[config.mk]
export PLATFORM = sky130hd
export DESIGN_NAME = leased_slot_ring_queue
export DESIGN_NICKNAME = d
export VERILOG_FILES = /design/src/lsrq_pkg.sv /design/src/lsrq_csr.sv /design/src/lsrq_len_ram.sv /design/src/lsrq_ctrl.sv /design/src/leased_slot_ring_queue.sv
export VERILOG_INCLUDE_DIRS = /design/src /design/src/src
export SDC_FILE = /design/constraint.sdc
export NUM_CORES = 1
export LEC_CHECK = 0
export ABC_CLOCK_PERIOD_IN_PS = 14200
export BUFFER_PORTS_ARGS = -buffer_cell sky130_fd_sc_hd__buf_2
export CORE_MARGIN = 8
export CORE_UTILIZATION = 50
export DETAILED_ROUTE_END_ITERATION = 8
export PLACE_DENSITY_LB_ADDON = 0.25
export SLEW_MARGIN = 20
export SYNTH_ARGS = -nofsm -noshare
export SYNTH_HDL_FRONTEND = slang
export SYNTH_SLANG_ARGS = --single-unit
[constraint.sdc]
create_clock -name clock -period 14.2 [get_ports clock]
set_input_delay 0.71 -clock clock [delete_from_list [all_inputs] [get_ports clock]]
set_output_delay 0.71 -clock clock [all_outputs]
set_load 0.01 [all_outputs]
[src/leased_slot_ring_queue_assert.svh]
// leased_slot_ring_queue_assert.svh: assertion macros for the leased slot ring queue
// no dependencies; included by the top level
`ifndef LEASED_SLOT_RING_QUEUE_ASSERT_SVH
`define LEASED_SLOT_RING_QUEUE_ASSERT_SVH

// same-cycle implication, disabled while reset is high
`define LSRQ_ASSERT_NOW(label, clk, rst, ante, cons, msg) \
   label: assert property (@(posedge clk) disable iff (rst) (ante) |-> (cons)) \
      else $error(msg);

// next-cycle implication, disabled while reset is high
`define LSRQ_ASSERT_NEXT(label, clk, rst, ante, cons, msg) \
   label: assert property (@(posedge clk) disable iff (rst) (ante) |=> (cons)) \
      else $error(msg);

`endif

[src/lsrq_pkg.sv]
// lsrq_pkg: types and constants of the leased slot ring queue
// no dependencies; used by every module of the block
`default_nettype none

package lsrq_pkg;

   localparam int SLOTS_DEFAULT = 16;

   localparam logic [4:0]  SLOTS_IN_USE_RESET     = 5'd16;
   localparam logic [31:0] EXPECTED_TYPE_RESET    = 32'd1;
   localparam logic [31:0] EXPECTED_VERSION_RESET = 32'd1;
   localparam logic [30:0] MAX_LENGTH_RESET       = 31'd4096;

   typedef enum logic [2:0] {
      CMD_RESERVE  = 3'd0,
      CMD_COMMIT   = 3'd1,
      CMD_CANCEL   = 3'd2,
      CMD_ACQUIRE  = 3'd3,
      CMD_RELEASE  = 3'd4,
      CMD_SHUTDOWN = 3'd5
   } lsrq_cmd_type;

   typedef enum logic [1:0] {
      STATUS_OK      = 2'd0,
      STATUS_INVALID = 2'd1,
      STATUS_SHUT    = 2'd2,
      STATUS_BLOCK   = 2'd3
   } lsrq_status_type;

   typedef enum logic [1:0] {
      CSR_SLOTS_IN_USE     = 2'd0,
      CSR_EXPECTED_TYPE    = 2'd1,
      CSR_EXPECTED_VERSION = 2'd2,
      CSR_MAX_LENGTH       = 2'd3
   } lsrq_csr_index_type;

   typedef struct packed {
      logic [4:0]  slots_in_use;
      logic [31:0] expected_type;
      logic [31:0] expected_version;
      logic [30:0] max_length;
   } lsrq_cfg_type;

endpackage

`default_nettype wire

[src/lsrq_csr.sv]
// lsrq_csr: configuration registers of the leased slot ring queue
// depends on lsrq_pkg
`default_nettype none

module lsrq_csr (
   input  wire logic                 clock,
   input  wire logic                 reset,
   input  wire logic                 csr_we,
   input  wire logic [1:0]           csr_index,
   input  wire logic [31:0]          csr_wdata,
   output lsrq_pkg::lsrq_cfg_type    cfg
);
   import lsrq_pkg::*;

   lsrq_cfg_type cfg_ff;

   always_ff @(posedge clock) begin
      if (reset) begin
         cfg_ff.slots_in_use     <= SLOTS_IN_USE_RESET;
         cfg_ff.expected_type    <= EXPECTED_TYPE_RESET;
         cfg_ff.expected_version <= EXPECTED_VERSION_RESET;
         cfg_ff.max_length       <= MAX_LENGTH_RESET;
      end else if (csr_we) begin
         unique case (lsrq_csr_index_type'(csr_index))
            CSR_SLOTS_IN_USE:     cfg_ff.slots_in_use     <= csr_wdata[4:0];
            CSR_EXPECTED_TYPE:    cfg_ff.expected_type    <= csr_wdata;
            CSR_EXPECTED_VERSION: cfg_ff.expected_version <= csr_wdata;
            CSR_MAX_LENGTH:       cfg_ff.max_length       <= csr_wdata[30:0];
         endcase
      end
   end

   assign cfg = cfg_ff;

endmodule

`default_nettype wire

[src/lsrq_len_ram.sv]
// lsrq_len_ram: slot length store, one write and one registered read port
// depends on lsrq_pkg for the default depth
`default_nettype none

module lsrq_len_ram #(
   parameter  int SLOTS = lsrq_pkg::SLOTS_DEFAULT,
   localparam int IDX_W = $clog2(SLOTS)
) (
   input  wire logic             clock,
   input  wire logic             wr_en,
   input  wire logic [IDX_W-1:0] wr_addr,
   input  wire logic [30:0]      wr_data,
   input  wire logic             rd_en,
   input  wire logic [IDX_W-1:0] rd_addr,
   output      logic [30:0]      rd_data
);
   import lsrq_pkg::*;

   logic [30:0] len_mem [SLOTS];
   logic [30:0] rd_data_ff;

   always_ff @(posedge clock) begin
      if (wr_en) begin
         len_mem[wr_addr] <= wr_data;
      end
      if (rd_en) begin
         rd_data_ff <= len_mem[rd_addr];
      end
   end

   assign rd_data = rd_data_ff;

endmodule

`default_nettype wire

[src/lsrq_ctrl.sv]
// lsrq_ctrl: lease, index and fill control, command decode and result registers
// depends on lsrq_pkg; drives the ports of lsrq_len_ram
`default_nettype none

module lsrq_ctrl #(
   parameter  int SLOTS = lsrq_pkg::SLOTS_DEFAULT,
   localparam int IDX_W = $clog2(SLOTS),
   localparam int CNT_W = $clog2(SLOTS + 1)
) (
   input  wire logic                   clock,
   input  wire logic                   reset,
   input  wire logic                   accept,
   input  wire logic [2:0]             req_cmd,
   input  wire logic [31:0]            req_item_type,
   input  wire logic [31:0]            req_item_version,
   input  wire logic [30:0]            req_item_length,
   input  lsrq_pkg::lsrq_cfg_type      cfg,
   output      logic                   mem_we,
   output      logic [IDX_W-1:0]       mem_waddr,
   output      logic [30:0]            mem_wdata,
   output      logic                   mem_re,
   output      logic [IDX_W-1:0]       mem_raddr,
   output      logic                   rsp_valid,
   output      logic [1:0]             rsp_status,
   output      logic [IDX_W-1:0]       rsp_slot,
   output      logic [30:0]            rsp_capacity,
   output      logic [CNT_W-1:0]       rsp_fill,
   output      logic                   rsp_acq_ok
);
   import lsrq_pkg::*;

   localparam int CMP_W = (CNT_W > 5) ? CNT_W : 5;

   logic [IDX_W-1:0] wr_idx_ff, wr_idx_in;
   logic [IDX_W-1:0] rd_idx_ff, rd_idx_in;
   logic [CNT_W-1:0] fill_ff, fill_in;
   logic             prod_ff, prod_in;
   logic             cons_ff, cons_in;
   logic             shut_ff, shut_in;
   logic             valid_ff, valid_in;

   lsrq_status_type  status_ff, status_in;
   logic [IDX_W-1:0] slot_ff, slot_in;
   logic [30:0]      cap_ff, cap_in;
   logic [CNT_W-1:0] occ_ff;
   logic             acq_ok_ff, acq_ok_in;

   logic [CMP_W-1:0] siu;
   logic [CNT_W-1:0] eff;
   logic             item_bad;

   function automatic logic [IDX_W-1:0] advance(input logic [IDX_W-1:0] idx,
                                                input logic [CNT_W-1:0] lim);
      logic [CNT_W-1:0] nx;
      nx = CNT_W'(idx) + CNT_W'(1);
      return (nx >= lim) ? '0 : IDX_W'(nx);
   endfunction

   // effective wrap point, clamped to 2..SLOTS
   always_comb begin
      siu = CMP_W'(cfg.slots_in_use);
      if (siu < CMP_W'(2)) begin
         eff = CNT_W'(2);
      end else if (siu > CMP_W'(SLOTS)) begin
         eff = CNT_W'(SLOTS);
      end else begin
         eff = CNT_W'(siu);
      end
   end

   assign item_bad = (req_item_type != cfg.expected_type)
                  || (req_item_version != cfg.expected_version)
                  || (req_item_length == 31'd0)
                  || (req_item_length > cfg.max_length);

   always_comb begin
      wr_idx_in = wr_idx_ff;
      rd_idx_in = rd_idx_ff;
      fill_in   = fill_ff;
      prod_in   = prod_ff;
      cons_in   = cons_ff;
      shut_in   = shut_ff;
      valid_in  = accept;
      status_in = STATUS_INVALID;
      slot_in   = '0;
      cap_in    = '0;
      acq_ok_in = 1'b0;
      mem_we    = 1'b0;
      mem_re    = 1'b0;
      if (accept) begin
         unique case (req_cmd)
            CMD_RESERVE: begin
               if (prod_ff) begin
                  status_in = STATUS_INVALID;
               end else if (shut_ff) begin
                  status_in = STATUS_SHUT;
               end else if (fill_ff >= eff) begin
                  status_in = STATUS_BLOCK;
               end else begin
                  status_in = STATUS_OK;
                  slot_in   = wr_idx_ff;
                  cap_in    = cfg.max_length;
                  prod_in   = 1'b1;
               end
            end
            CMD_COMMIT: begin
               if (!prod_ff || item_bad) begin
                  status_in = STATUS_INVALID;
               end else if (shut_ff) begin
                  status_in = STATUS_SHUT;
               end else begin
                  status_in = STATUS_OK;
                  mem_we    = 1'b1;
                  wr_idx_in = advance(wr_idx_ff, eff);
                  if (fill_ff < CNT_W'(SLOTS)) begin
                     fill_in = fill_ff + CNT_W'(1);
                  end
                  prod_in   = 1'b0;
               end
            end
            CMD_CANCEL: begin
               status_in = STATUS_OK;
               prod_in   = 1'b0;
            end
            CMD_ACQUIRE: begin
               if (cons_ff) begin
                  status_in = STATUS_INVALID;
               end else if (fill_ff == '0) begin
                  status_in = shut_ff ? STATUS_SHUT : STATUS_BLOCK;
               end else begin
                  status_in = STATUS_OK;
                  slot_in   = rd_idx_ff;
                  mem_re    = 1'b1;
                  acq_ok_in = 1'b1;
                  cons_in   = 1'b1;
               end
            end
            CMD_RELEASE: begin
               if (!cons_ff) begin
                  status_in = STATUS_INVALID;
               end else begin
                  status_in = STATUS_OK;
                  rd_idx_in = advance(rd_idx_ff, eff);
                  if (fill_ff != '0) begin
                     fill_in = fill_ff - CNT_W'(1);
                  end
                  cons_in   = 1'b0;
               end
            end
            CMD_SHUTDOWN: begin
               status_in = STATUS_OK;
               shut_in   = 1'b1;
            end
            default: begin
               status_in = STATUS_INVALID;
            end
         endcase
      end
   end

   always_ff @(posedge clock) begin
      if (reset) begin
         wr_idx_ff <= '0;
         rd_idx_ff <= '0;
         fill_ff   <= '0;
         prod_ff   <= 1'b0;
         cons_ff   <= 1'b0;
         shut_ff   <= 1'b0;
         valid_ff  <= 1'b0;
      end else begin
         wr_idx_ff <= wr_idx_in;
         rd_idx_ff <= rd_idx_in;
         fill_ff   <= fill_in;
         prod_ff   <= prod_in;
         cons_ff   <= cons_in;
         shut_ff   <= shut_in;
         valid_ff  <= valid_in;
      end
   end

   // result payload, only meaningful under the strobe
   always_ff @(posedge clock) begin
      status_ff <= status_in;
      slot_ff   <= slot_in;
      cap_ff    <= cap_in;
      occ_ff    <= fill_in;
      acq_ok_ff <= acq_ok_in;
   end

   assign mem_waddr    = wr_idx_ff;
   assign mem_wdata    = req_item_length;
   assign mem_raddr    = rd_idx_ff;
   assign rsp_valid    = valid_ff;
   assign rsp_status   = status_ff;
   assign rsp_slot     = slot_ff;
   assign rsp_capacity = cap_ff;
   assign rsp_fill     = occ_ff;
   assign rsp_acq_ok   = acq_ok_ff;

endmodule

`default_nettype wire

[src/leased_slot_ring_queue.sv]
// leased_slot_ring_queue: top level of the leased slot ring queue
// depends on lsrq_pkg, lsrq_csr, lsrq_ctrl, lsrq_len_ram and the assertion header
`default_nettype none
`include "leased_slot_ring_queue_assert.svh"

// A command is taken at every clock edge where start is high and busy is low;
// busy is high only while reset is asserted, so one command per cycle is
// sustained. Its result appears on the rsp_ ports in the following cycle,
// marked by rsp_valid for exactly that one cycle; the registered read port
// of the slot length RAM that acquire uses is read in step with the result
// registers. There is no way to hold results back, so sample them whenever
// rsp_valid is high. Configuration writes through csr_we take effect at once
// and must only be made while no command is in flight.
module leased_slot_ring_queue #(
   parameter int SLOTS = lsrq_pkg::SLOTS_DEFAULT
) (
   input  wire logic        clock,
   input  wire logic        reset,
   input  wire logic        start,
   output      logic        busy,
   input  wire logic [2:0]  req_cmd,
   input  wire logic [31:0] req_item_type,
   input  wire logic [31:0] req_item_version,
   input  wire logic [30:0] req_item_length,
   output      logic        rsp_valid,
   output      logic [1:0]  rsp_status,
   output      logic [3:0]  rsp_slot_index,
   output      logic [30:0] rsp_read_length,
   output      logic [30:0] rsp_capacity,
   output      logic [4:0]  rsp_occupied,
   input  wire logic        csr_we,
   input  wire logic [1:0]  csr_index,
   input  wire logic [31:0] csr_wdata
);
   import lsrq_pkg::*;

   localparam int IDX_W = $clog2(SLOTS);
   localparam int CNT_W = $clog2(SLOTS + 1);

   lsrq_cfg_type     cfg;
   logic             accept;
   logic             mem_we;
   logic [IDX_W-1:0] mem_waddr;
   logic [30:0]      mem_wdata;
   logic             mem_re;
   logic [IDX_W-1:0] mem_raddr;
   logic [30:0]      mem_rdata;
   logic [IDX_W-1:0] rsp_slot;
   logic [CNT_W-1:0] rsp_fill;
   logic             rsp_acq_ok;

   assign busy   = reset;
   assign accept = start && !busy;

   lsrq_csr u_csr (
      .clock     (clock),
      .reset     (reset),
      .csr_we    (csr_we),
      .csr_index (csr_index),
      .csr_wdata (csr_wdata),
      .cfg       (cfg)
   );

   lsrq_ctrl #(.SLOTS(SLOTS)) u_ctrl (
      .clock            (clock),
      .reset            (reset),
      .accept           (accept),
      .req_cmd          (req_cmd),
      .req_item_type    (req_item_type),
      .req_item_version (req_item_version),
      .req_item_length  (req_item_length),
      .cfg              (cfg),
      .mem_we           (mem_we),
      .mem_waddr        (mem_waddr),
      .mem_wdata        (mem_wdata),
      .mem_re           (mem_re),
      .mem_raddr        (mem_raddr),
      .rsp_valid        (rsp_valid),
      .rsp_status       (rsp_status),
      .rsp_slot         (rsp_slot),
      .rsp_capacity     (rsp_capacity),
      .rsp_fill         (rsp_fill),
      .rsp_acq_ok       (rsp_acq_ok)
   );

   lsrq_len_ram #(.SLOTS(SLOTS)) u_len_ram (
      .clock   (clock),
      .wr_en   (mem_we),
      .wr_addr (mem_waddr),
      .wr_data (mem_wdata),
      .rd_en   (mem_re),
      .rd_addr (mem_raddr),
      .rd_data (mem_rdata)
   );

   // stored length only for a granted acquire
   assign rsp_read_length = rsp_acq_ok ? mem_rdata : 31'd0;
   assign rsp_slot_index  = 4'(rsp_slot);
   assign rsp_occupied    = 5'(rsp_fill);

   `LSRQ_ASSERT_NEXT(a_rsp_follows_accept, clock, reset, accept, rsp_valid,
                     "result strobe missing after accepted item")

   `LSRQ_ASSERT_NEXT(a_no_spurious_rsp, clock, reset, !accept, !rsp_valid,
                     "result strobe without accepted item")

   `LSRQ_ASSERT_NOW(a_fail_fields_zero, clock, reset,
                    rsp_valid && (rsp_status != STATUS_OK),
                    (rsp_slot_index == 4'd0) && (rsp_read_length == 31'd0)
                       && (rsp_capacity == 31'd0),
                    "failed command returned nonzero slot, length or capacity")

   `LSRQ_ASSERT_NEXT(a_ram_read_only_on_grant, clock, reset, mem_re,
                     rsp_acq_ok && (rsp_status == STATUS_OK),
                     "length read without a granted acquire result")

endmodule

`default_nettype wire
# Word level (Yosys, flattened, before mapping)
# Memories as Yosys holds them, arrays and structs flattened. A register that Yosys moved wholly into a read port is not among the register bits.
# Index checks and enable logic that the tools add are counted.
[op_classes]
n_addsub = 4
n_reduce_logical = 25
n_eq_ne = 12
mux = 46
magnitude_cmp = 7
bitwise_logic = 4
[op_table]
columns = ["op", "n"]
rows = [
  ["32-bit != test", 2],
  ["5-bit 2-to-1 mux", 8],
  ["31-bit > comparator", 1],
  ["31-bit logical NOT", 1],
  ["31-bit 2-to-1 mux", 1],
  ["4-bit 2-to-1 mux", 7],
  ["1-bit 2-to-1 mux", 18],
  ["5-bit greater-or-equal comparator", 3],
  ["2-bit 2-to-1 mux", 7],
  ["2-bit AND reduction", 6],
  ["4-bit by 1-bit adder with 5-bit output, second input constant", 2],
  ["2-bit case mux with 5 select lines", 1],
  ["5-bit case mux with 2 select lines", 1],
  ["4-bit case mux with 2 select lines", 1],
  ["4-bit AND reduction", 2],
  ["3-bit by 2-bit equality test with 1-bit output, second input constant", 2],
  ["3-bit equality test, second input constant", 2],
  ["5-bit by 1-bit adder with 5-bit output, second input constant", 1],
  ["5-bit > comparator, second input constant", 1],
  ["5-bit logical NOT", 1],
  ["5-bit by 2-bit less-than comparator with 1-bit output, second input constant", 1],
  ["5-bit less-than comparator, second input constant", 1],
  ["5-bit nonzero test", 1],
  ["5-bit OR reduction", 1],
  ["17 further kinds", 26],
]
[word_totals]
memories = 1
mem_bits_rw = 496
output_inout_bits = 75
ff_bits = 160
elab_cells = 115
[memory_table]
columns = ["memory", "words", "word_bits", "rd", "rd_clocked_by_memory_dff", "write_ports", "line_no", "text"]
rows = [
  ["u_len_ram.len_mem", 16, 31, 1, 1, 1, "lsrq_len_ram.sv:19", "logic [30:0] len_mem [SLOTS];"],
]

# Longest topological paths before layout
# Gate-level depths: netlist of the first run.
[depth]
depth_word = 10
mapped_depth = 12
ltp_nobuf = 10

# By module
# Synthesis of the first run repeated with hierarchy kept, for this count alone.
[unflattened]
cells_unflattened = 1730
hier_area_um2 = 28289.6
[by_module_without_submodules]
columns = ["mod", "area_per_inst_um2", "instances", "cells_each", "seq_area_each_um2"]
rows = [
  ["lsrq_len_ram", 19558.8, 1, 812, 15825.2],
  ["lsrq_ctrl", 4456.8, 1, 515, 1201.2],
  ["lsrq_csr", 4012.6, 1, 367, 2001.9],
  ["leased_slot_ring_queue", 261.5, 1, 36, 0.0],
]

# Least setup slack after synthesis of the first run
# OpenSTA, ideal clock, no wires.
[synth_timing]
path_kind = "in2reg"
start = "in req_cmd[0]"
end = "reg u_len_ram.rd_data_ff[0] (netlist: u_len_ram.rd_data[0]) (read register of u_len_ram.len_mem), enable pin"
cell_stages = 3
setup_ns = 0.499
slack_ns = 9.513
t_arrival_ns = 4.188
n_path_buf = 1
path_cell_list = "buf_1 > nand3b_1 > nor4_1"
[synth_via]
elab_chain_cells = 3
[synth_lines]
columns = ["item", "line_no", "text"]
rows = [
  ["start: declaration", "leased_slot_ring_queue.sv:21", "input wire logic [2:0] req_cmd,"],
  ["3-bit by 2-bit equality test with 1-bit output", "lsrq_ctrl.sv:91", "unique case (req_cmd)"],
  ["1-bit 2-to-1 mux (2 in a row)", "-", ""],
  ["net mem_re", "leased_slot_ring_queue.sv:45", "logic mem_re;"],
  ["end: declaration", "lsrq_len_ram.sv:20", "logic [30:0] rd_data_ff;"],
]
# The timed path passes the listed nets, and every way through them passes these cells.
# A chain may end at the register's enable or synchronous reset.

# Worst setup path after layout of the first run
[layout_timing]
start = "reg u_csr.cfg_ff (netlist bit u_csr.cfg[8])"
end = "mem u_len_ram.len_mem[14][22], enable pin"
[layout_via]
elab_chain_cells = 8
[layout_lines]
columns = ["item", "line_no", "text"]
rows = [
  ["start: declaration", "lsrq_csr.sv:15", "lsrq_cfg_type cfg_ff;"],
  ["31-bit > comparator", "lsrq_ctrl.sv:74", "|| (req_item_length > cfg.max_length);"],
  ["1-bit logical OR", "lsrq_ctrl.sv:74", ""],
  ["1-bit logical OR", "lsrq_ctrl.sv:107", "if (!prod_ff || item_bad) begin"],
  ["1-bit 2-to-1 mux", "lsrq_ctrl.sv:107", ""],
  ["1-bit 2-to-1 mux", "lsrq_ctrl.sv:91", ""],
  ["1-bit 2-to-1 mux", "lsrq_ctrl.sv:90", "if (accept) begin"],
  ["1-bit 2-to-1 mux", "lsrq_len_ram.sv:23", "if (wr_en) begin"],
  ["1-bit 2-to-1 mux (not written as such)", "lsrq_len_ram.sv:24", "len_mem[wr_addr] <= wr_data;"],
  ["end: declaration", "lsrq_len_ram.sv:19", ""],
]
# Every way passes these cells.

==> results of run 1 <==
-- critical path, delay by kind of cell, from the launching register on --
kind,cells,cell delay [ns]
and+or+nand+nor,6,2.12
buffers and inverters,2,0.58
AOI/OAI and AO/OA,1,0.51
DFF,1,0.40
adders and majority gates,1,0.32
-- cells in the mapped netlist, types with 12 or more instances --
cell | number | share of area
xnor2_1 | 42 | 0.013
nor3_1 | 12 | 0.0022
nor2_1 | 40 | 0.0054
nand3_1 | 21 | 0.0038
dfxtp_1 | 160 | 0.12
a21oi_1 | 111 | 0.020
ha_1 | 53 | 0.024
xor2_1 | 26 | 0.0082
edfxtp_1 | 527 | 0.57
and3_1 | 42 | 0.0095
and2_1 | 33 | 0.0074
inv_1 | 39 | 0.0053
nand4_1 | 27 | 0.0061
clkbuf_1 | 76 | 0.010
nor4_1 | 22 | 0.0049
mux4_2 | 155 | 0.13
nand2_1 | 209 | 0.028
-- final timing paths --
| check | from | endpoint |
|---|---|---|
| max | u_csr.cfg[8]$_SDFFE_PP0P_ | u_len_ram.len_mem[14][22]$_DFFE_PP_ |
| max reg2reg | u_csr.cfg[8]$_SDFFE_PP0P_ | u_len_ram.len_mem[14][22]$_DFFE_PP_ |
| min | csr_wdata[5] | u_csr.cfg[5]$_SDFFE_PP0P_ |
| min reg2reg | u_csr.cfg[78]$_SDFFE_PP0P_ | u_csr.cfg[78]$_SDFFE_PP0P_ |
-- area by class of cell --
| type | count | area [um2] | share of cell area |
|---|---|---|---|
| Timing Repair Buffer | 223 | 1170 | 0.0369 |
| Clock inverter | 36 | 353 | 0.0111 |
| Inverter | 40 | 150 | 0.00471 |
| Multi-Input combinational cell | 920 | 8290 | 0.260 |
| Antenna cell | 2 | 5.00 | 0.000157 |
| Tap cell | 748 | 936 | 0.0294 |
| Clock buffer | 93 | 1910 | 0.0600 |
| Sequential cell | 687 | 19000 | 0.598 |
-- where the power goes --
part	switching, W	leakage [nW]	internal [W]
combinational	0.0000939	3.57	0.0000458
sequential	0.00000819	6.03	0.00217
clock	0.000768	1.09	0.00105
total	0.000870	10.7	0.00326
-- sequential cells by signal, indices dropped and copies added, names as in the netlist --
| signal | flops |
|---|---|
| u_ctrl.prod_ff | 1 |
| u_ctrl.mem_waddr | 4 |
| u_len_ram.len_mem | 496 |
| u_ctrl.rsp_capacity | 31 |
| u_ctrl.rsp_acq_ok | 1 |
| u_ctrl.rsp_status | 2 |
| u_ctrl.rsp_fill | 5 |
| u_ctrl.rsp_slot | 4 |
| u_ctrl.mem_raddr | 4 |
| u_ctrl.fill_ff | 5 |
| u_ctrl.cons_ff | 1 |
| u_len_ram.rd_data | 31 |
| u_csr.cfg | 100 |
| u_ctrl.shut_ff | 1 |
| u_ctrl.rsp_valid | 1 |
-- kinds of logic (layout without fill, tap and decap cells) --
group / count (synthesis) / after routing / share of synthesized area
fa+ha+maj: 53 / 53 / 0.0239
xor+xnor: 68 / 68 / 0.0214
compound gates: 179 / 179 / 0.0401
simple gates: 456 / 456 / 0.0821
mux: 164 / 164 / 0.129
flops: 687 / 687 / 0.684
buf+inv: 135 / 392 / 0.0192
other cells: 0 / 2 / 0
-- layer usage --
layer,GRT usage,vias to the layer above
li1,-,7127
met1,0.284,8109
met2,0.342,589
met3,0.0505,116
met4,0.0661,6
met5,0,-
-- metrics by stage --
| stage | worst slack [ns] | total power (W) | hold WS, ns | utilization |
|---|---|---|---|---|
| floorplan | 9.51 | 0.00228 | 0.445 | - |
| global placement | 9.30 | 0.00235 | 0.454 | 0.536 |
| detailed placement | 9.14 | 0.00236 | 0.461 | 0.536 |
| CTS | 9.59 | 0.00416 | 0.350 | 0.577 |
| global route | 9.60 | 0.00425 | 0.364 | 0.578 |
| finish | 9.89 | 0.00413 | 0.379 | 0.578 |
==> metrics.yaml, run 1 <==
status: "finished, final reports clean"
grt_use_total: 0.212
wl_met2_mm: 32.7
relSlewSlack: 0.275
cts_buffers: 71
drive_gt1_frac: 0.259
cts_tree: "done"
grt_pass1_wl_mm: 101
grt_pass1_vias: 16300
hold_viol: 0
slew_viol_final: 0
grt_max_degree: 109
routedLengthMet1_mm: 28.1
rr_worst_depth: 10
drc: 0
path_cells: "inv_1 -> ha_1 -> nand3_1 -> nor3_1 -> and2_2 -> nand3_2 -> a2111oi_2 -> and3_1 -> and4_2 -> buf_4"
grt_setup_unrepaired: "false"
setup_viol: 0
synth_cell_types: 64
route.met3.wl_mm: 4.76
routedWlPerCell_um: 24.5
post-route-period-util: 0.303
fill_cells: 4335
top_layer: "met5"
async_reset_ff_frac: 0
placed_cells: 2617
regToRegSetupSlack_ns: 9.89
ant_nets: 0
syn_area_um2: 27800
port_buffers: 210
vias_per_cell: 5.80
area_delta_synth_final_pct: 14.6
die_w_um: 252
htree_num_levels: 3
core_area_um2: 55100
die_h_um: 252
clk_latency_ns: 0.61
dieArea_um2: 63400
core.rowCount: 86
tightest_slew_ns: 1.09
grt-ovfl-total: 0
ctsHoldBuffers: 0
ys_seq_elements: 687
synthCells: 1742
design_area_um2: 31900
wirelength_mm: 67.5
critPathLaunchType: "flip-flop"
initial_core_util: 0.505
cpMaxStageDelayCell: "and4_2"
mostFrequentLayoutCells: "527 x edfxtp_1, 209 x nand2_1, 209 x buf_2"
synth_fp_nets: 1931
fin_worst_skew_ns: 0.0191
synth-edff-count: 527
p_leak_nw: 10.7
final.setup.tns_ns: 0
root_buffer: "clkbuf_16"
dp_hpwl_mm: 42.1
final_cells: 2749
routabilityCongestion: 0.878
final_common_cell: "edfxtp_1"
ys_warn_count: 0
hold_depth: 3
cts.sinks: 687
nNetsFinal: 2132
max_clock_freq_ghz: 0.232
peakVddDrop_uv: 78.7
seq_area_frac_synth: 0.684
synth_ff_type: "edfxtp_1"
crit_type: "flip-flop to flip-flop"
fin_crit_ns: 4.31
syn_area_per_cell_um2: 16.0
cap_violations: 0
dpl_cell_area_um2: 29500
drtPass1Iterations: 5
antenna_found_initial: 4
p_per_area_nw_per_um2: 130
post_cts_resized: 0
hold_class: "input port to flip-flop"
io_pins: 211
vias: 15900
postCtsSetupRepairBufs: 0
drtIter0Drc: 1457
cts_buffer_depth: 3
max_stage_delay_ns: 0.73
end_kind: "flip-flop"
cp.arrival_ns: 4.58
path_clk_slew_ns: 0.06
worstPathMaxFanout: 19
crit_required_ns: 14.47
(Power assumes the default switching activity.)
==> inputs of run 2 (changes only) <==
--- a/config.mk
+++ b/config.mk
@@ -6,7 +6,7 @@
 export SDC_FILE = /design/constraint.sdc
 export NUM_CORES = 1
 export LEC_CHECK = 0
-export ABC_CLOCK_PERIOD_IN_PS = 14200
+export ABC_CLOCK_PERIOD_IN_PS = 4110
 export BUFFER_PORTS_ARGS = -buffer_cell sky130_fd_sc_hd__buf_2
 export CORE_MARGIN = 8
 export CORE_UTILIZATION = 50
==> constraint.sdc (replaced) <==
create_clock -name clock -period 4.11 [get_ports clock]
set_input_delay 0.2055 -clock clock [delete_from_list [all_inputs] [get_ports clock]]
set_output_delay 0.2055 -clock clock [all_outputs]
set_load 0.01 [all_outputs]
==> metrics.yaml, run 2 (synthesis results as in run 1) <==
mostFrequentLayoutCells: "527 x edfxtp_1, 209 x nand2_1, 209 x buf_2"
combPwrFrac: 0.038
drc: 0
peakVddDrop_uv: 321
drtPass1Iterations: 5
final.setup.tns_ns: 0
io_pins: 211
path_clk_slew_ns: 0.06
final_common_cell: "edfxtp_1"
drive_gt1_frac: 0.269
cts_buffer_depth: 3
crit_type: "input port to flip-flop"
min_to: "u_len_ram.len_mem[13][17]$_DFFE_PP_"
grt_pass1_wl_mm: 102
end_kind: "flip-flop"
fin_worst_skew_ns: 0.0230
cts_buffers: 71
drtIter0Drc: 1230
clkPwrFrac: 0.443
setup_viol: 0
grt_setup_unrepaired: "false"
cts_tree: "done"
slew_viol_final: 0
area_delta_synth_final_pct: 18.4
post_cts_resized: 0
p_leak_nw: 11.2
max_clock_freq_ghz: 0.276
grt_pass1_vias: 16600
grt_use_total: 0.213
fin_crit_ns: 3.62
ant_nets: 0
initial_core_util: 0.505
core_area_um2: 55100
post-route-period-util: 0.881
routedWlPerCell_um: 23.9
root_buffer: "clkbuf_16"
p_int_w: 0.0114
vias_per_cell: 5.71
vias: 16200
critPathLaunchType: "input port"
tightest_slew_ns: 1.04
hold_viol: 0
relSlewSlack: 0.298
power_switching_w: 0.00303
grt_max_degree: 125
top_register: "u_len_ram.len_mem"
regToRegSetupSlack_ns: 0.53
clk_latency_ns: 0.61
crit_required_ns: 4.39
wirelength_mm: 67.9
die_h_um: 252
rr_worst_depth: 10
status: "finished, final reports clean"
cp.arrival_ns: 3.90
hold_depth: 1
antenna_found_initial: 5
r2r_start: "u_csr.cfg[13]$_SDFFE_PP0P_"
grt-ovfl-total: 0
switching_share: 0.209
largest_reg_flops: 496
fill_cells: 4215
worstPathMaxFanout: 31
nNetsFinal: 2219
power.share.sequential: 0.519
htree_num_levels: 3
port_buffers: 210
cap_violations: 0
p_per_area_nw_per_um2: 440
dp_hpwl_mm: 43.9
fin_util: 0.598
holdWs_ns: 0.0428
core.rowCount: 86
cts.sinks: 687
min-delay-start: "req_item_length[17]"
dieArea_um2: 63400
hold_class: "input port to flip-flop"
r2r_end: "u_len_ram.len_mem[11][7]$_DFFE_PP_"
routabilityCongestion: 0.898
die_w_um: 252
## run 2: cell types whose count changed in the layout (fill, tap and decap cells not counted), moves of 3 or more
cell           before  now
clkinv_2            6   10
dlygate4sd3_1       0   47
clkbuf_1           18   14
buf_4              12   35
buf_12              0   19
and4_4              3    0
and4_2              1    4
clkbuf_16          72   77
clkbuf_8            3    0
## run 2: through the flow
stage | power, W | std cells | instance area (um2) | setup WS [ns]
after floorplan | 0.00789 | 1742 | 27800 | 0.768
after global placement | 0.00817 | 2658 | 30100 | 0.481
after detailed placement | 0.00818 | 2658 | 30100 | 0.388
final | 0.0145 | 2836 | 32900 | 0.490
after CTS | 0.0146 | 2835 | 32900 | 0.461
after global routing | 0.0149 | 2835 | 32900 | 0.237
## run 2: layer usage
layer / part of all wire / vias up / GRT usage / routed length, um
li1: - / 7296 / - / -
met1: 0.40 / 8229 / 0.279 / 27500
met2: 0.50 / 569 / 0.357 / 33700
met3: 0.077 / 96 / 0.0474 / 5250
met4: 0.021 / 8 / 0.0580 / 1420
met5: 0.00066 / - / 0 / 45
## run 2: worst max path at each step
stage,startpoint,depth (start not counted),to,slack [ns]
3_3_place_gp,req_item_length[14],10,u_len_ram.len_mem[13][10]$_DFFE_PP_,0.48
6_report,req_item_length[12],11,u_len_ram.len_mem[11][7]$_DFFE_PP_,0.49
3_5_place_dp,req_item_length[14],10,u_len_ram.len_mem[11][8]$_DFFE_PP_,0.39
5_1_grt,req_item_length[14],11,u_len_ram.len_mem[11][7]$_DFFE_PP_,0.24
2_1_floorplan,u_csr.cfg[14]$_SDFFE_PP0P_,11,u_len_ram.len_mem[10][0]$_DFFE_PP_,0.77
4_1_cts,req_item_length[14],11,u_len_ram.len_mem[11][7]$_DFFE_PP_,0.46
## run 2: area by class of cell
| cell class | instances | area, um2 | share of cell area |
|---|---|---|---|
| sequential | 687 | 19000 | 0.578 |
| multi-input combinational | 920 | 8290 | 0.252 |
| timing repair buffer | 310 | 2160 | 0.0656 |
| clock buffer | 93 | 1990 | 0.0604 |
| tap | 748 | 936 | 0.0284 |
| clock inverter | 37 | 355 | 0.0108 |
| inverter | 40 | 150 | 0.00456 |
| antenna | 1 | 2.50 | 0.0000760 |
## run 2: worst max-delay path: stages
cell and delay, ns:
dlygate4sd3_1 0.55, buf_2 0.23, ha_1 0.32, nand3_1 0.11, nor3_1 0.38, and2_2 0.27, nand3_2 0.15, a2111oi_2 0.50
and3_1 0.57, and4b_2 0.36, buf_12 0.24
## run 2: timing repair
action	CTS	global route
endpoints found under the hold margin	187	0
hold buffers	47	0
setup buffers	0	0
## run 2: power groups by stage
stage / clock network (W) / registers, W / logic, W
6_report: 0.00641 / 0.00752 / 0.000552
5_1_grt: 0.00681 / 0.00752 / 0.000601
4_1_cts: 0.00653 / 0.00752 / 0.000549
3_5_place_dp: 0 / 0.00767 / 0.000513
3_3_place_gp: 0 / 0.00767 / 0.000500
2_1_floorplan: 0 / 0.00767 / 0.000227
==> inputs of run 3 (changes only) <==
--- a/config.mk
+++ b/config.mk
@@ -12,6 +12,7 @@
 export CORE_UTILIZATION = 50
 export DETAILED_ROUTE_END_ITERATION = 8
 export PLACE_DENSITY_LB_ADDON = 0.25
+export RECOVER_POWER = 25
 export SLEW_MARGIN = 20
 export SYNTH_ARGS = -nofsm -noshare
 export SYNTH_HDL_FRONTEND = slang
==> metrics.yaml, run 3 (synthesis results as in run 1) <==
core_area_um2: 55100
fin_crit_ns: 3.61
path_cells: "dlygate4sd3_1 -> buf_2 -> ha_1 -> nand3_1 -> nor3_1 -> and2_2 -> nand3_2 -> a2111oi_2 -> and3_1 -> and4b_2 -> buf_12"
peakVddDrop_uv: 321
drc: 0
r2r_start: "u_csr.cfg[14]$_SDFFE_PP0P_"
drtIter0Drc: 1205
hold_viol: 0
slew_viol_final: 0
htree_num_levels: 3
preCtsSetupSlack_ns: 0.388
dieArea_um2: 63400
cts_buffers: 71
grt_max_degree: 125
final_cells: 2835
worstPathMaxFanout: 31
antenna_found_initial: 5
setup_viol: 0
routabilityCongestion: 0.898
io_pins: 211
crit_type: "input port to flip-flop"
relSlewSlack: 0.291
routedWlPerCell_um: 23.9
p_per_area_nw_per_um2: 441
p_leak_nw: 11.1
post-route-period-util: 0.878
grt-ovfl-total: 0
tightest_slew_ns: 1.05
critPathLaunchType: "input port"
postCtsSetupRepairBufs: 0
crit_start: "req_item_length[12]"
cpMaxStageDelayCell: "and3_1"
final.setup.tns_ns: 0
nNetsFinal: 2219
cap_violations: 0
root_buffer: "clkbuf_16"
status: "finished, final reports clean"
max_stage_delay_ns: 0.57
final_common_cell: "edfxtp_1"
cts_buffer_depth: 3
fin_ws_ns: 0.502
grt_use_total: 0.213
drtPass1Iterations: 5
wirelength_mm: 67.8
post_cts_resized: 0
mostFrequentLayoutCells: "527 x edfxtp_1, 209 x nand2_1, 188 x buf_2"
use_met2: 0.357
initial_core_util: 0.505
min-delay-start: "csr_we"
port_buffers: 210
vias_per_cell: 5.70
vias: 16200
fin_worst_skew_ns: 0.0228
cp.arrival_ns: 3.90
path_clk_slew_ns: 0.06
grt_setup_unrepaired: "false"
use_met1: 0.279
grt_pass1_wl_mm: 102
antenna_cells: 0
placed_cells: 2658
largest_reg_flops: 496
top_register: "u_len_ram.len_mem"
grtUsageMet3: 0.0474
end_kind: "flip-flop"
max_clock_freq_ghz: 0.277
die_w_um: 252
grt_busiest_layer: "met2"
core.rowCount: 86
cts_tree: "done"
ant_nets: 0
ctsHoldBuffers: 47
hold_class: "input port to flip-flop"
drive_gt1_frac: 0.251
grt_pass1_vias: 16600
clk_latency_ns: 0.61
dp_hpwl_mm: 43.9
area_delta_synth_final_pct: 18.1
cts.sinks: 687
crit_required_ns: 4.40
die_h_um: 252
==> run 3: layer usage <==
layer | vias to the layer above | routed length [um]
li1 | 7292 | -
met5 | - | 50
met3 | 96 | 5040
met2 | 559 | 33600
met1 | 8209 | 27600
met4 | 8 | 1400
==> run 3: stage by stage <==
stage	utilization	instance area [um2]	hold WS, ns	total power (W)
after floorplan	-	27800	0.302	0.00789
after global placement	0.546	30100	0.453	0.00817
after detailed placement	0.546	30100	0.458	0.00818
after CTS	0.597	32900	0.00591	0.0146
after global routing	0.596	32800	0.0601	0.0149
final	0.596	32800	0.0694	0.0145
==> run 3: final cells by class <==
class / count / area, um2
fill: 4237 / 22300
sequential: 687 / 19000
multi-input combinational: 920 / 8290
timing repair buffer: 310 / 2070
clock buffer: 93 / 1990
tap: 748 / 936
clock inverter: 37 / 355
inverter: 40 / 150
==> run 3: final timing paths <==
check,to,slack (ns),depth (start not counted)
worst max-delay path,u_len_ram.len_mem[11][7]$_DFFE_PP_,0.50,11
worst min-delay path,u_csr.cfg[75]$_SDFFE_PP0P_,0.07,5
worst min register to register,u_csr.cfg[9]$_SDFFE_PP0P_,0.46,2
worst max register to register,u_len_ram.len_mem[11][7]$_DFFE_PP_,0.54,10
==> run 3: report_power, final <==
| group | total (W) | leakage, nW | internal (W) | switching [W] |
|---|---|---|---|---|
| clock | 0.00641 | 1.15 | 0.00376 | 0.00266 |
| sequential | 0.00752 | 6.03 | 0.00750 | 0.0000274 |
| combinational | 0.000540 | 3.88 | 0.000190 | 0.000351 |
| total | 0.0145 | 11.1 | 0.0114 | 0.00303 |
==> run 3: worst max-delay path, delay by kind of cell <==
| family | cells | cell delay (ns) |
|---|---|---|
| buf+inv | 3 | 1.02 |
| fa+ha+maj | 1 | 0.32 |
| compound gates | 1 | 0.49 |
| simple gates | 6 | 1.84 |
